<file path="src/hdl/fud_pkg.sv">
// shared types and constants of the file upload deframer
package fud_pkg;

	localparam int MAX_NAME_LEN = 63;
	localparam int PAGE_BYTES = 256;

	localparam logic [7:0] FLAG_START = 8'h7E;
	localparam logic [7:0] FLAG_ESC = 8'h7D;
	localparam logic [7:0] FLAG_SEP = 8'h7C;
	localparam logic [7:0] ESC_XOR = 8'h20;

	localparam logic [2:0] PH_IDLE = 3'd0;
	localparam logic [2:0] PH_NAME = 3'd1;
	localparam logic [2:0] PH_LEN = 3'd2;
	localparam logic [2:0] PH_LSEP = 3'd3;
	localparam logic [2:0] PH_BODY = 3'd4;
	localparam logic [2:0] PH_SKIP = 3'd5;
	localparam logic [2:0] PH_END = 3'd6;

	localparam logic [2:0] EV_NONE = 3'd0;
	localparam logic [2:0] EV_NAME = 3'd1;
	localparam logic [2:0] EV_HEADER = 3'd2;
	localparam logic [2:0] EV_STORE = 3'd3;
	localparam logic [2:0] EV_SKIP = 3'd4;
	localparam logic [2:0] EV_END = 3'd5;
	localparam logic [2:0] EV_ABORT = 3'd6;
	localparam logic [2:0] EV_TIMEOUT = 3'd7;

	localparam logic [2:0] AB_NONE = 3'd0;
	localparam logic [2:0] AB_NAME_LONG = 3'd1;
	localparam logic [2:0] AB_NO_LSEP = 3'd2;
	localparam logic [2:0] AB_NO_END = 3'd3;
	localparam logic [2:0] AB_OPEN_FAIL = 3'd4;

	localparam logic [1:0] REPLY_OK = 2'd0;
	localparam logic [1:0] REPLY_REFUSED = 2'd1;

	localparam logic [0:0] KIND_TIMEOUT = 1'b1;

	localparam logic [7:0] REG_NAME_LIMIT = 8'd0;
	localparam logic [7:0] REG_PAGE_SIZE = 8'd1;

	typedef struct packed {
		logic       kind;
		logic [7:0] rx_byte;
		logic [1:0] storage_reply;
	} item_t;

	typedef struct packed {
		logic [5:0] name_limit;
		logic [8:0] page_size;
	} cfg_t;

	typedef struct packed {
		logic [2:0]  event_res;
		logic [7:0]  out_byte;
		logic [31:0] file_length;
		logic        page_end;
		logic        body_done;
		logic [2:0]  abort_code;
		logic [31:0] good_files;
		logic [31:0] failed_files;
		logic [2:0]  parse_state;
	} result_t;

endpackage

</file>
<file path="src/hdl/fud_in_reg.sv">
// input register stage of the file upload deframer
module fud_in_reg (
	input  logic          clk,
	input  logic          arst_n,
	input  logic          s_tvalid,
	output logic          s_tready,
	input  logic [15:0]   s_tdata,
	input  logic          s_tuser,
	input  logic          advance,
	output logic          valid_s1,
	output fud_pkg::item_t item_s1
);
	import fud_pkg::*;

	assign s_tready = !valid_s1 || advance;

	always_ff @(posedge clk or negedge arst_n) begin
		if (!arst_n) begin
			valid_s1 <= 1'b0;
		end else if (s_tvalid && s_tready) begin
			valid_s1 <= 1'b1;
		end else if (advance) begin
			valid_s1 <= 1'b0;
		end
	end

	always_ff @(posedge clk) begin
		if (s_tvalid && s_tready) begin
			item_s1.kind <= s_tuser;
			item_s1.rx_byte <= s_tdata[7:0];
			item_s1.storage_reply <= s_tdata[9:8];
		end
	end
endmodule

</file>
<file path="src/hdl/fud_parser.sv">
// frame parser state and per-item update of the file upload deframer
module fud_parser (
	input  logic            clk,
	input  logic            arst_n,
	input  fud_pkg::cfg_t    cfg,
	input  logic            fire,
	input  fud_pkg::item_t   item,
	output fud_pkg::result_t res
);
	import fud_pkg::*;

	logic [2:0]  phase_q, phase_d, phase_eff;
	logic [5:0]  name_count_q, name_count_d;
	logic [2:0]  length_count_q, length_count_d;
	logic [31:0] length_shift_q, length_shift_d;
	logic [31:0] expected_len_q, expected_len_d;
	logic [31:0] body_count_q, body_count_d;
	logic        escape_q, escape_d;
	logic [8:0]  page_count_q, page_count_d;
	logic [31:0] ok_count_q, ok_count_d;
	logic [31:0] fail_count_q, fail_count_d;
	logic [7:0]  limit;
	logic [7:0]  value;
	logic        done;
	logic [31:0] body_inc;
	logic [8:0]  page_inc;

	assign limit = ({2'b00, cfg.name_limit} < 8'(MAX_NAME_LEN)) ?
		{2'b00, cfg.name_limit} : 8'(MAX_NAME_LEN);
	assign phase_eff = (phase_q > PH_END) ? PH_IDLE : phase_q;
	assign body_inc = body_count_q + 32'd1;
	assign page_inc = page_count_q + 9'd1;
	assign value = escape_q ? (item.rx_byte ^ ESC_XOR) : item.rx_byte;
	assign done = (body_inc == expected_len_q);

	always_comb begin
		phase_d = phase_eff;
		name_count_d = name_count_q;
		length_count_d = length_count_q;
		length_shift_d = length_shift_q;
		expected_len_d = expected_len_q;
		body_count_d = body_count_q;
		escape_d = escape_q;
		page_count_d = page_count_q;
		ok_count_d = ok_count_q;
		fail_count_d = fail_count_q;
		res.event_res = EV_NONE;
		res.out_byte = 8'h00;
		res.page_end = 1'b0;
		res.body_done = 1'b0;
		res.abort_code = AB_NONE;
		if (item.kind == KIND_TIMEOUT) begin
			if (phase_eff == PH_BODY) begin
				res.page_end = (page_count_q != 9'd0);
				page_count_d = 9'd0;
			end
			phase_d = PH_IDLE;
			escape_d = 1'b0;
			res.event_res = EV_TIMEOUT;
		end else begin
			unique case (phase_eff)
				PH_IDLE: begin
					if (item.rx_byte == FLAG_START) begin
						name_count_d = 6'd0;
						phase_d = PH_NAME;
					end
				end
				PH_NAME: begin
					if (item.rx_byte == FLAG_SEP) begin
						length_count_d = 3'd0;
						length_shift_d = 32'd0;
						phase_d = PH_LEN;
					end else if ({2'b00, name_count_q} < limit) begin
						name_count_d = name_count_q + 6'd1;
						res.event_res = EV_NAME;
						res.out_byte = item.rx_byte;
					end else begin
						fail_count_d = fail_count_q + 32'd1;
						phase_d = PH_IDLE;
						name_count_d = 6'd0;
						escape_d = 1'b0;
						res.event_res = EV_ABORT;
						res.abort_code = AB_NAME_LONG;
					end
				end
				PH_LEN: begin
					length_shift_d = {length_shift_q[23:0], item.rx_byte};
					length_count_d = length_count_q + 3'd1;
					if (length_count_d[2]) begin
						expected_len_d = length_shift_d;
						phase_d = PH_LSEP;
					end
				end
				PH_LSEP: begin
					if (item.rx_byte != FLAG_SEP) begin
						fail_count_d = fail_count_q + 32'd1;
						phase_d = PH_IDLE;
						name_count_d = 6'd0;
						escape_d = 1'b0;
						res.event_res = EV_ABORT;
						res.abort_code = AB_NO_LSEP;
					end else begin
						body_count_d = 32'd0;
						escape_d = 1'b0;
						page_count_d = 9'd0;
						if (item.storage_reply == REPLY_OK) begin
							phase_d = PH_BODY;
							res.event_res = EV_HEADER;
						end else if (item.storage_reply == REPLY_REFUSED) begin
							phase_d = PH_SKIP;
							res.event_res = EV_HEADER;
						end else begin
							fail_count_d = fail_count_q + 32'd1;
							name_count_d = 6'd0;
							phase_d = PH_SKIP;
							res.event_res = EV_ABORT;
							res.abort_code = AB_OPEN_FAIL;
						end
					end
				end
				PH_BODY, PH_SKIP: begin
					if (!escape_q && item.rx_byte == FLAG_ESC) begin
						escape_d = 1'b1;
					end else begin
						escape_d = 1'b0;
						body_count_d = body_inc;
						res.body_done = done;
						if (phase_eff == PH_BODY) begin
							res.event_res = EV_STORE;
							res.out_byte = value;
							page_count_d = page_inc;
							if (page_inc == cfg.page_size || done) begin
								res.page_end = 1'b1;
								page_count_d = 9'd0;
							end
							if (done) begin
								ok_count_d = ok_count_q + 32'd1;
							end
						end else begin
							res.event_res = EV_SKIP;
						end
						if (done) begin
							phase_d = PH_END;
						end
					end
				end
				default: begin
					if (item.rx_byte == FLAG_START) begin
						phase_d = PH_IDLE;
						res.event_res = EV_END;
					end else begin
						fail_count_d = fail_count_q + 32'd1;
						phase_d = PH_IDLE;
						name_count_d = 6'd0;
						escape_d = 1'b0;
						res.event_res = EV_ABORT;
						res.abort_code = AB_NO_END;
					end
				end
			endcase
		end
		res.file_length = expected_len_d;
		res.good_files = ok_count_d;
		res.failed_files = fail_count_d;
		res.parse_state = phase_d;
	end

	always_ff @(posedge clk or negedge arst_n) begin
		if (!arst_n) begin
			phase_q <= PH_IDLE;
			name_count_q <= 6'd0;
			length_count_q <= 3'd0;
			length_shift_q <= 32'd0;
			expected_len_q <= 32'd0;
			body_count_q <= 32'd0;
			escape_q <= 1'b0;
			page_count_q <= 9'd0;
			ok_count_q <= 32'd0;
			fail_count_q <= 32'd0;
		end else if (fire) begin
			phase_q <= phase_d;
			name_count_q <= name_count_d;
			length_count_q <= length_count_d;
			length_shift_q <= length_shift_d;
			expected_len_q <= expected_len_d;
			body_count_q <= body_count_d;
			escape_q <= escape_d;
			page_count_q <= page_count_d;
			ok_count_q <= ok_count_d;
			fail_count_q <= fail_count_d;
		end
	end
endmodule

</file>
<file path="src/hdl/fud_out_reg.sv">
// result register stage of the file upload deframer
module fud_out_reg (
	input  logic             clk,
	input  logic             arst_n,
	input  logic             valid_s1,
	input  fud_pkg::result_t res,
	output logic             advance,
	output logic             m_tvalid,
	input  logic             m_tready,
	output logic [111:0]     m_tdata,
	output logic [2:0]       m_tuser
);
	import fud_pkg::*;

	logic    valid_s2;
	result_t res_s2;

	assign advance = !valid_s2 || m_tready;
	assign m_tvalid = valid_s2;
	assign m_tuser = res_s2.event_res;
	assign m_tdata = {res_s2.parse_state, res_s2.failed_files, res_s2.good_files,
		res_s2.abort_code, res_s2.body_done, res_s2.page_end, res_s2.file_length,
		res_s2.out_byte};

	always_ff @(posedge clk or negedge arst_n) begin
		if (!arst_n) begin
			valid_s2 <= 1'b0;
		end else if (advance) begin
			valid_s2 <= valid_s1;
		end
	end

	always_ff @(posedge clk) begin
		if (advance && valid_s1) begin
			res_s2 <= res;
		end
	end
endmodule

</file>
<file path="src/hdl/file_upload_deframer.sv">
// top level of the file upload deframer
// usage:
// - slave stream takes one item per handshake: a received byte with the storage
//   reply, or an idle-timeout tick flagged on s_tuser
// - master stream gives exactly one result item per input item, with the event
//   code on m_tuser and the byte, length, marks, abort code, file counts and
//   parser state on m_tdata
// - config channel writes name_limit (index 0) or page_size (index 1); it is
//   always ready and is meant to be written only while the block is idle
// - an accepted item waits in the input register; its result is captured in the result register when advance is high
// - throughput: one item per cycle while the receiver takes results, with the parser
//   update combinational between the input register and the result register
// - a stalled receiver holds the result; one more item is taken into the input
//   register, then s_tready drops until the result is taken
// - reset clears the parser state, counts and both stages, and restores the
//   registers to name_limit 63 and page_size 256
module file_upload_deframer (
	input  logic         clk,
	input  logic         arst_n,
	input  logic         s_tvalid,
	output logic         s_tready,
	input  logic [15:0]  s_tdata,  // rx_byte[7:0], storage_reply[9:8], zero pad
	input  logic         s_tuser,  // kind
	output logic         m_tvalid,
	input  logic         m_tready,
	output logic [111:0] m_tdata,  // out_byte, file_length, page_end, body_done,
	                               // abort_code, good_files, failed_files, parse_state
	output logic [2:0]   m_tuser,  // event_res
	input  logic         cfg_valid,
	output logic         cfg_ready,
	input  logic [7:0]   cfg_index,
	input  logic [15:0]  cfg_data
);
	import fud_pkg::*;

	cfg_t    cfg_q;
	item_t   item_s1;
	result_t res;
	logic    valid_s1;
	logic    advance;

	assign cfg_ready = 1'b1;

	always_ff @(posedge clk or negedge arst_n) begin
		if (!arst_n) begin
			cfg_q.name_limit <= 6'd63;
			cfg_q.page_size <= 9'(PAGE_BYTES);
		end else if (cfg_valid && cfg_ready) begin
			if (cfg_index == REG_NAME_LIMIT) begin
				cfg_q.name_limit <= cfg_data[5:0];
			end else if (cfg_index == REG_PAGE_SIZE) begin
				cfg_q.page_size <= cfg_data[8:0];
			end
		end
	end

	fud_in_reg u_in (
		.clk      (clk),
		.arst_n   (arst_n),
		.s_tvalid (s_tvalid),
		.s_tready (s_tready),
		.s_tdata  (s_tdata),
		.s_tuser  (s_tuser),
		.advance  (advance),
		.valid_s1 (valid_s1),
		.item_s1  (item_s1)
	);

	fud_parser u_parser (
		.clk    (clk),
		.arst_n (arst_n),
		.cfg    (cfg_q),
		.fire   (valid_s1 && advance),
		.item   (item_s1),
		.res    (res)
	);

	fud_out_reg u_out (
		.clk      (clk),
		.arst_n   (arst_n),
		.valid_s1 (valid_s1),
		.res      (res),
		.advance  (advance),
		.m_tvalid (m_tvalid),
		.m_tready (m_tready),
		.m_tdata  (m_tdata),
		.m_tuser  (m_tuser)
	);
endmodule

</file>
<file path="config.mk">
export PLATFORM = sky130hd
export DESIGN_NAME = file_upload_deframer
export DESIGN_NICKNAME = d
export VERILOG_FILES = /design/src/hdl/fud_pkg.sv /design/src/hdl/fud_in_reg.sv /design/src/hdl/fud_parser.sv /design/src/hdl/fud_out_reg.sv /design/src/hdl/file_upload_deframer.sv
export SDC_FILE = /design/constraint.sdc
export NUM_CORES = 1
export LEC_CHECK = 0
export ABC_AREA = 1
export BUFFER_PORTS_ARGS = -buffer_cell sky130_fd_sc_hd__buf_2
export CAP_MARGIN = 20
export CORE_AREA = 2 2 149 297
export CTS_CLUSTER_SIZE = 20
export DETAILED_ROUTE_END_ITERATION = 16
export DIE_AREA = 0 0 151 299
export SYNTH_ARGS = -nofsm -noshare
export SYNTH_HDL_FRONTEND = slang
export SYNTH_HIERARCHICAL = 1
export SYNTH_SLANG_ARGS = --single-unit
</file>
<file path="constraint.sdc">
create_clock -name clk -period 6.95 [get_ports clk]
set_input_delay 1.0425 -clock clk [delete_from_list [all_inputs] [get_ports clk]]
set_output_delay 1.0425 -clock clk [all_outputs]
set_load 0.02 [all_outputs]
</file>
==> summary.md <==
| Metric | Value |
|---|---|
| Status | finished, final reports clean |
| Share of post-route cells with drive strength above 1 | 0.1263 |
| Die extent in x | 151 µm |
| Core Region | roughly 0.043 mm² |
| DRC | 0 |
| Syn Nets | 2184 |
| First-pass GRT wire length | approximately 75000 µm |
| Initial antenna violation count | 2 |
| Comb pwr share | 0.244 |
| Cells after DPL | 2780 |
| Detail Route Antenna Nets | 0 |
| Sw Ratio | 0.3467 |
| Part of the power in registers | 0.451 |
| Number of synthesized flops with an enable pin | 126 |
| Post-synth ARST share | 0.6025 |
| Register area share after synthesis | 0.5033 |
| Top-area cell type share of the netlist area | 0.2703 |
| Placement Cell Area | 0.01833 mm² |
| Total Wirelength | 46940 µm |
| WL/cell | 16.53 µm |
| Hold path depth | 2 |
| Clock tree buffer depth | 3 |
| Reg2reg end | u_out/m_tdata[58]$_DFFE_PP_ |
| Final setup viols | 0 |
| Fill count | 4337 |
| Full die area | 0.04515 mm² |
| Final Net Count | 2323 |
| Fmax | 279.7 MHz |
| Setup repair bufs after CTS | 0 |
| I/O Buffers | 149 |
| DRT iter0 DRCs | about 1.2k |
| CTS H-tree lvls | 1 |
| Most frequent cell after synthesis | nand2_1 |
| Die extent in y | 299 µm |
| Commonest cells post-synth | nand2_1 (625), inv_1 (258), dfrtp_1 (184) |
| Mapped Cells | 2126 |
| Area added between synthesis and finish | 13.87% |
| Initial DRT Pass Iterations | 5 |
| Synth Area per Inst | 8.012 µm² |
| DP Wirelength | approximately 34000 µm |
| Fin Setup TNS | 0 ns |
| Slew @ Worst Pin | 1.062 ns |
| CTS buffer count | 30 |
| Critical path type | register to register |
| Global placer's final weighted congestion | 0.8775 |
| Boundary Pins | 164 |
| Synth area leader | dfrtp_1 |
| Leak pwr | between 8 and 9 nW |
| Antenna Cells | 0 |
| Internal Power | 0.003693 W |
| CTS tree | yes |
| Worst-path fanout max | 11 |
| Place WS | about 3 ns |
| Worst-case reg-to-reg path depth | 15 |
| Clock share of power | 0.305 |
| Max-Cap Viols | 0 |
| Critical Path RT | 7.28 ns |
| Slew HR | 0.2902 |
| Final clock period utilization by the worst path | 0.5143 |
| Peak VDD IR | 228.1 µV |
| Reg2reg setup slack | 3.38 ns |
| Cts repair resizes | 0 |
| Final hold viol count | 0 |
| Fin cells | 2839 |
| Initial Util | 0.3964 |
| Skew final | about 0.027 ns |
| Final WS setup | 3.375 ns |
| Largest net degree at the start of global routing | between 100 and 150 |
| Critical path data arrival time | 3.91 ns |
| Root Driver | clkbuf_16 |
| Vias/cell | 5.210 |
| Yosys cell types | 55 |
| DR vias | approximately 15k |
| GRT Util Overall | 0.2090 |
| Crit Reg-Reg Startpoint | u_parser/body_count_q[1]$_DFFE_PN0P_ |
| Nature of the critical path endpoint | register |
| Synthesized cell area | 0.01703 mm² |
| Hold Path Sink | cfg_q[8]$_DFFE_PN1P_ |
| Final Max Tran Viols | 0 |
| Psw | 0.001960 W |
| Hold buffer count at cts | 0 |
| Grt ovf | 0 |
| Clock Pin Slew Worst Setup and Hold Paths | 0.07 ns |
| Primary FF master, synth | dfrtp_1 |
| Worst-skew pair later-pin latency | around 0.59 ns |
| Worst hold slack | 0.4694 ns |
| Crit path time final | 3.575 ns |
| Top cells by area, synth | dfrtp_1 (27%), edfxtp_1 (22%), nand2_1 (14%) |
| Clock tree sinks | roughly 320 |
| Row cnt | 108 |
| Pwr dens | 291.5 mW/mm² |
| Total of warnings raised by yosys | 6 |
| Worst min path class | register to register |
| Seq cells post-synth | 317 |
| Unrepaired setup endpoints after global routing | false |
| CP startpoint kind | register |
| Post-Layout Inst Area | slightly below 0.02 mm² |
| Hold Crit Start | cfg_q[8]$_DFFE_PN1P_ |
| Via count of the first global-routing pass | 13.45k |
-- layer usage --
layer  vias to the layer above  GRT usage  wire length, µm
li1                       7364          -                -
met2                       468     0.3297            21280
met5                         -          0               29
met1                      6879     0.3042            21550
met4                         4    0.06097             1356
met3                        76    0.02275             2717
-- registers in the layout, indices dropped and copies added (netlist names) --
signal and cells:
u_parser/escape_q 1, u_parser/page_count_q 9, u_out/m_tdata 112, cfg_q 15
u_parser/phase_q 3, u_parser/expected_len_q 32, u_parser/length_count_q 3, u_out/m_tuser 3
u_parser/name_count_q 6, u_parser/length_shift_q 24, u_parser/fail_count_q 32, u_parser/ok_count_q 32
u_in/valid_s1 1, u_out/m_tvalid 1, u_parser/body_count_q 32, u_in/item_s1 11
-- area by class of cell --
| type | instances | area (µm²) | area share |
|---|---|---|---|
| Timing Repair Buffer | 161 | 877.1 | 0.04522 |
| Clock inverter | 20 | 232.7 | 0.01200 |
| Multi-Input combinational cell | 1484 | 7211 | 0.3718 |
| Inverter | 271 | 1021 | 0.05264 |
| Tap cell | 550 | 688.2 | 0.03548 |
| Clock buffer | 36 | 793.3 | 0.04090 |
| Sequential cell | 317 | 8572 | 0.4420 |
-- through the flow --
stage | utilization | total power [W]
finish | 0.4513 | 0.005653
global route | 0.4513 | 0.005993
CTS | 0.4504 | 0.005699
detailed placement | 0.4265 | 0.003958
global placement | 0.4265 | 0.003936
floorplan | - | 0.003516
-- critical path, cell delays in order (launching register included) --
cell and delay (ns):
dfrtp_1 0.42, ha_1 0.26, inv_1 0.11, nor2_2 0.46, nand3_2 0.23, nand2_1 0.12
nand3_1 0.07, nand2_1 0.11, nand2_1 0.06, nor2_1 0.13, inv_1 0.05, nor2_1 0.33
nand3_1 0.15, nor2_2 0.42, nand4_1 0.18, and2_1 0.20
-- layout by cell type (no fill, tap or decap), drive strengths merged, types with 11 or more instances in the layout --
cell type  synthesis  final
nand3            183    183
xor2              31     31
nor3              45     45
nor4              13     13
inv              267    270
clkbuf            36     37
nor2             180    180
and2              11     11
clkinv             4     16
buf               18    160
edfxtp           126    126
o22ai             65     65
o21ai            169    169
ha                12     12
dfrtp            184    184
nand4             55     55
a21oi             28     28
nand2            639    639
-- power by group through the flow --
stage / logic, W / registers [W] / clock network, W
floorplan: 0.000889 / 0.00263 / 0
global placement: 0.00136 / 0.00258 / 0
detailed placement: 0.00138 / 0.00258 / 0
CTS: 0.00139 / 0.00255 / 0.00177
global route: 0.00157 / 0.00259 / 0.00183
finish: 0.00138 / 0.00255 / 0.00172
-- logic make-up after synthesis --
group,count (synthesis),synth area share
xor+xnor,38,0.01998
other cells,1,0.0002202
simple gates,1133,0.2938
buf+inv,325,0.07419
mux,2,0.001175
flops,317,0.5033
compound gates,298,0.09858
fa+ha+maj,12,0.008815
-- worst max-delay path by stage --
| stage | from | to | slack (ns) | cells past startpoint |
|---|---|---|---|---|
| after floorplan | m_tready | u_out/m_tdata[0]$_DFFE_PP_ | 2.06 | 2 |
| after global placement | m_tready | u_parser/body_count_q[26]$_DFFE_PN0P_ | 3.10 | 10 |
| after detailed placement | m_tready | u_parser/body_count_q[30]$_DFFE_PN0P_ | 2.99 | 10 |
| after CTS | u_in/item_s1[9]$_DFFE_PP_ | u_parser/body_count_q[0]$_DFFE_PN0P_ | 3.19 | 11 |
| after global routing | u_parser/body_count_q[1]$_DFFE_PN0P_ | u_out/m_tdata[58]$_DFFE_PP_ | 3.03 | 15 |
| final | u_parser/body_count_q[1]$_DFFE_PN0P_ | u_out/m_tdata[58]$_DFFE_PP_ | 3.38 | 15 |
Power figures use the tool's default switching activity.
